## src/hdl/rhm_pkg.sv

```systemverilog
// Shared constants and types of the region history matcher.
package rhm_pkg;

    localparam int HISTORY_LEN = 4;
    localparam int TABLE_DEPTH = 256;

    localparam int ID_W     = 32;
    localparam int HASH_W   = 64;
    localparam int REGION_W = 32;
    localparam int DET_W    = 32;

    localparam logic [HASH_W-1:0] HASH_GOLDEN = 64'h0000_0000_9e37_79b9;
    localparam int HASH_SHL = 6;
    localparam int HASH_SHR = 2;

    localparam int CNT_W   = $clog2(HISTORY_LEN + 1);
    localparam int HIST_IW = (HISTORY_LEN > 1) ? $clog2(HISTORY_LEN) : 1;
    localparam int TBL_AW  = (TABLE_DEPTH > 1) ? $clog2(TABLE_DEPTH) : 1;
    localparam int FILL_W  = $clog2(TABLE_DEPTH + 1);

    localparam int S_DATA_W  = 32;
    localparam int S_USER_W  = 1;
    localparam int M_FIELD_W = HASH_W + REGION_W + 1 + DET_W + 1;
    localparam int M_DATA_W  = ((M_FIELD_W + 7) / 8) * 8;

    // Outcome of one table lookup.
    typedef struct packed {
        logic                full;
        logic [REGION_W-1:0] rep;
    } tbl_res_t;

endpackage

```

## src/hdl/rhm_hist_fold.sv

```systemverilog
// Class ID history and the iterative hash fold over it.
module rhm_hist_fold (
    input  logic                       aclk,
    input  logic                       aresetn,
    input  logic                       push,
    input  logic [rhm_pkg::ID_W-1:0]   id,
    output logic [rhm_pkg::HASH_W-1:0] hash,
    output logic                       done
);
    import rhm_pkg::*;

    logic [ID_W-1:0]   hist_reg [HISTORY_LEN];
    logic [CNT_W-1:0]  count_reg, count_next;
    logic [CNT_W-1:0]  k_reg;
    logic              busy_reg;
    logic [HASH_W-1:0] h_reg, h_step;
    logic              hist_full;

    assign hist_full  = (count_reg == CNT_W'(HISTORY_LEN));
    assign count_next = hist_full ? count_reg : count_reg + CNT_W'(1);

    // One fold step, shared across all history entries.
    assign h_step = h_reg ^ (HASH_W'(hist_reg[k_reg[HIST_IW-1:0]]) + HASH_GOLDEN
                    + (h_reg << HASH_SHL) + (h_reg >> HASH_SHR));

    assign hash = h_reg;
    assign done = busy_reg && (k_reg == count_reg);

    always_ff @(posedge aclk) begin
        if (push) begin
            if (hist_full) begin
                for (int k = 1; k < HISTORY_LEN; k++) begin
                    hist_reg[k-1] <= hist_reg[k];
                end
                hist_reg[HISTORY_LEN-1] <= id;
            end else begin
                hist_reg[count_reg[HIST_IW-1:0]] <= id;
            end
        end
    end

    always_ff @(posedge aclk) begin
        if (!aresetn) begin
            count_reg <= '0;
            busy_reg  <= 1'b0;
            k_reg     <= '0;
        end else if (push) begin
            count_reg <= count_next;
            busy_reg  <= 1'b1;
            k_reg     <= '0;
        end else if (busy_reg) begin
            if (k_reg < count_reg) begin
                k_reg <= k_reg + CNT_W'(1);
            end else begin
                busy_reg <= 1'b0;
            end
        end
    end

    always_ff @(posedge aclk) begin
        if (push) begin
            h_reg <= HASH_W'(count_next);
        end else if (busy_reg && (k_reg < count_reg)) begin
            h_reg <= h_step;
        end
    end

endmodule

```

## config.mk

```make
export PLATFORM = sky130hd
export DESIGN_NAME = rhm_hist_fold
export DESIGN_NICKNAME = d
export VERILOG_FILES = /design/src/hdl/rhm_pkg.sv /design/src/hdl/rhm_hist_fold.sv
export SDC_FILE = /design/constraint.sdc
export NUM_CORES = 1
export LEC_CHECK = 0
export BUFFER_PORTS_ARGS = -buffer_cell sky130_fd_sc_hd__buf_2
export CORE_MARGIN = 4
export CORE_UTILIZATION = 62
export CTS_CLUSTER_DIAMETER = 120
export DETAILED_ROUTE_END_ITERATION = 16
export HOLD_SLACK_MARGIN = 0.08
export PLACE_DENSITY_LB_ADDON = 0.05
export SLEW_MARGIN = 0
export SYNTH_ARGS = -nofsm -noshare
export SYNTH_HDL_FRONTEND = slang
export SYNTH_SLANG_ARGS = --single-unit
```

## constraint.sdc

```tcl
create_clock -name aclk -period 6 [get_ports aclk]
set_clock_uncertainty 0.2 [all_clocks]
set_input_delay 1.2 -clock aclk [delete_from_list [all_inputs] [get_ports aclk]]
set_output_delay 1.2 -clock aclk [all_outputs]
set_load 0.02 [all_outputs]
```

# Word-level counts from Yosys, hierarchy flattened
# Memories as Yosys holds them, arrays and structs flattened. A register that Yosys moved wholly into a read port is not among the register bits.
# Index checks and enable logic that the tools add are counted.
op_classes:
  reduce_logical: 6
  n_div: 0
  eq_ne: 2
  bitwise: 2
  mul: 0
  addsub: 5
  n_lt_le_gt_ge: 1
  n_shift: 0
  mux: 17
op_table:
  columns: ["operator", "count"]
  rows:
  - ["adder 33 x 64 -> 64 bit", 1]
  - ["adder 64 x 62 -> 64 bit", 1]
  - ["XOR 64 bit", 1]
  - ["adder 32 x 32 -> 33 bit, second input constant", 1]
  - ["2-to-1 mux 32 bit", 1]
  - ["OR reduction 32 bit", 1]
  - ["2-to-1 mux 1 bit", 10]
  - ["2-to-1 mux 3 bit", 3]
  - ["adder 3 x 1 -> 3 bit, second input constant", 2]
  - ["2-to-1 mux 2 bit", 3]
  - ["== test 3 bit", 1]
  - ["== test 3 bit, second input constant", 1]
  - ["< comparator 3 bit", 1]
  - ["logical AND 1 bit", 2]
  - ["AND reduction 2 bit", 1]
  - ["nonzero test 2 bit", 1]
  - ["OR reduction 2 bit", 1]
  - ["inverter 1 bit", 1]
totals:
  ff_bits: 71
  mem_bits_rw: 128
  n_memories: 1
  mem_bits_ro: 0
  word_cells: 39
  output_inout_bits: 65
  latchBits: 0
mem_list:
  columns: ["memory", "depth", "width", "read_ports", "rd_clocked_by_memory_dff", "write_ports", "line_no", "source"]
  rows:
  - ["hist_reg", 4, 32, 4, 1, 4, "rhm_hist_fold.sv:12", "logic [ID_W-1:0] hist_reg [HISTORY_LEN];"]

# Depth between registers and ports, before layout
depth:
  ltp_word: 6
  ltp_mapped: 20
  depth_no_buf: 19

# Worst setup path after synthesis
# OpenSTA, ideal clock, no wires.
synth_timing:
  kind: "register -> register"
  start: "register (tool-made name)"
  end: "register h_reg[59] (netlist: hash[59])"
  arrival_time_ns: 4.836
  setup_ns: 0.123
  stages_incl_launch_ff: 20
  t_required_ns: 5.677
  setup_slack_ns: 0.841
  cell_sequence: "dfxtp_1 > clkbuf_1 > buf_1 > mux4_2 > inv_1 > fa_1 > inv_1 > ha_1 > ha_1 > buf_2 > a21oi_1 > o21ai_2 > nor4_1 > a211oi_4 > a21oi_2 > nor3_4 > o21ai_1 > a21oi_1 > nor3b_1 > mux2_1"
synth_rtl:
  columns: ["element", "line_no", "source"]
  rows:
  - ["end signal: assignment", "rhm_hist_fold.sv:62", "h_reg <= HASH_W'(count_next);"]
  - ["end signal: assignment", "rhm_hist_fold.sv:64", "h_reg <= h_step;"]
  - ["end: declaration", "rhm_hist_fold.sv:16", "logic [HASH_W-1:0] h_reg, h_step;"]

==> results_dict.tcl <==
set metrics [dict create \
    globalRouteOverflowTotal 0 \
    wl_met2_microns 16900 \
    dp_hpwl_microns 26300 \
    status "completed" \
    clk_pin_slew_ps 70 \
    cts_max_path_buffers 3 \
    ioPinCount 100 \
    end_kind "flop" \
    avgSynthCellArea_sq_um 10.5 \
    ys.flop_type "edfxtp_1" \
    ys_async_sr_fraction_pct 0 \
    dr.pass1.iters 5 \
    pre_cts_ws_ps 532 \
    grt_pass1_wl_microns 57300 \
    viasPerCell 6.03 \
    ys_types 69 \
    drt_drc_violations_left 0 \
    grt_max_degree 115 \
    crit_type "flop to flop" \
    setup_tns_ps 0 \
    p_comb_share_pct 55.1 \
    p_int_mw 3.85 \
    fin_ws_ps 521 \
    fp.dieH_microns 161 \
    hold_viol_final 0 \
    largest_reg_flops 128 \
    die_area_sq_mm 0.0261 \
    slew-limit-headroom_pct 36.2 \
    start_util_pct 63.7 \
    finalCriticalPeriod_ps 5480 \
    fmaxAchievable_mhz 183 \
    final_antenna_net_count 0 \
    ys_seq_elements 201 \
    max_cap_viol_count 0 \
    worst_pin_slew_ps 957 \
    clkPwrFrac_pct 20.5 \
    io_buffers 99 \
    antenna_found_initial 0 \
    synth_area_sq_mm 0.0146 \
    crit_required_ps 6250 \
    cts.sinks 201 \
    routed-wl-met3_microns 1640 \
    path_max_fanout 16 \
    fp.coreArea_sq_mm 0.0229 \
    ys_warn_count 0 \
    cts_buffers 23 \
    setup_viol 0 \
    nNetsFinal 1696 \
    powerDensity_mw_per_mm2 431 \
    grt_usage_pct 26.9 \
    leakage_nw 6.86 \
    root_buffer "clkbuf_16" \
    first_global_vias 10700 \
    area_delta_synth_final_pct 10.3 \
    gp_congestion 0.932 \
    fin_crit_sh_pct 91.3 \
    drv_slew 0 \
    synth_edf_count 131 \
    routed_wl_microns 34900 \
    vias 10800 \
    ir_worst_vdd_v 0.000328 \
    p_switching_mw 3.10 \
    wl_met1_microns 15700 \
    clkLatencyLatePin_ps 540 \
    htreeDepth 1 \
    num_rows 55 \
    swShare_pct 44.6 \
    rsz0062_at_grt "no" \
    utilization_pct 70.3 \
    ctsHoldBuffers 0 \
    antennaDiodeCount 0 \
    maxUsedRoutingLayer "met4" \
    syn-instance-count 1396 \
    wl_per_cell_microns 19.4 \
    cp.arrival_ps 5730 \
    drive_gt1_share_pct 20.3 \
    seqPwrFrac_pct 24.3 \
    synth_seq_area_share_pct 36.5 \
    initialDrtViolationCount 700 \
    postCtsResizedCells 0 \
    tritoncts "built" \
    post_cts_buffers 0 \
    synthesis.nets 1623 \
    dieWidth_microns 161 \
    hp-class "flop to flop" \
    start_kind "flop" \
]
[synthesized netlist by cell type (all sizes together) (16+ instances only)]
cell,number,share of area [%]
xor2,31,1.9
edfxtp,131,27
a21oi,135,4.7
buf,16,0.52
mux2,97,7.5
fa,27,3.7
ha,165,14
a21o,31,1.6
nand3,16,0.55
o21ai,98,3.4
or3,51,2.2
dfxtp,70,9.6
mux4,32,4.9
inv,132,3.4
nor2,56,1.5
nand2,58,1.5
xnor2,36,2.2
nand4,19,0.81
clkbuf,48,1.2
[cell usage in the layout (no fill, tap or decap), types with 5 or more instances in the layout]
cell type  instances
edfxtp_1         131
nor4_1             8
nand4_1           19
and4_1             6
o21ai_1           10
dfxtp_1           69
xnor2_1           36
buf_2             99
nor2b_1            8
nor2_1            55
clkinv_2           5
fa_1              27
mux2_2            96
nand3_1           16
a21oi_1          132
clkbuf_16         23
nand2b_1           8
nand2_1           57
a31oi_1            7
nor3_1             8
buf_4             12
inv_1            132
o21ai_0           85
and3_1             7
o31ai_1            9
xor2_1            31
ha_1             165
a21o_1            30
o21a_1             8
o21bai_1          15
mux4_2            32
or3_1             51
o211ai_1           6
[metrics by stage]
stage / power, mW / cells / area (sq um) / hold slack (ps)
after CTS: 6.95 / 1798 / 16100 / 303
after detailed placement: 5.50 / 1757 / 15400 / 294
final: 6.95 / 1798 / 16100 / 300
after floorplan: 4.55 / 1396 / 14600 / 271
after global placement: 5.45 / 1757 / 15400 / 278
after global routing: 7.47 / 1798 / 16100 / 325
[worst max-delay path, stage by stage, from the launching register on]
cell	delay, ps
dfxtp_2	690
mux4_2	620
ha_1	300
ha_1	280
ha_1	170
inv_1	60
fa_1	370
and2b_1	280
o31ai_2	100
nor3_1	300
o211ai_1	210
a31oi_1	280
o21ai_2	170
o41ai_4	350
a41oi_1	210
and3_1	240
or4_1	390
a21oi_1	160
[power groups by stage]
stage,Combinational [mW],Clock [mW],Sequential (mW)
final,3.83,1.43,1.69
after global routing,4.25,1.51,1.70
after CTS,3.80,1.45,1.69
after detailed placement,3.78,0,1.72
after global placement,3.74,0,1.71
after floorplan,2.79,0,1.76
[cells by family after synthesis]
logic type | Yosys count | synth area share, %
AND/OR/NAND/NOR | 269 | 9.86
adder cells (fa/ha/maj) | 192 | 17.8
flip-flops | 201 | 36.5
multiplexers | 130 | 12.5
XOR/XNOR | 67 | 4.02
AO/OA/AOI/OAI | 341 | 14.1
buffers and inverters | 196 | 5.15
[layout make-up]
type	count	area [sq um]
clock buffer	26	587
tap	313	392
multi-input combinational	999	8540
inverter	132	495
clock inverter	15	166
timing repair buffer	112	606
fill	1773	6800
sequential	201	5340
[metal layers]
metal / vias to the layer above / global-route usage (%)
li1: 5281 / -
met1: 5239 / 37.0
met2: 265 / 45.9
met3: 54 / 3.65
met4: 0 / 5.62
met5: - / 0
[worst paths after layout]
kind	startpoint	to	slack (ps)	cells past startpoint
worst max-delay path	flop	hash[62]	520	17
worst min register to register	hash[24]	hash[24]	300	2
worst min-delay path	hash[24]	hash[24]	300	2
worst max register to register	flop	hash[62]	520	17
Power figures use the tool's default switching activity.
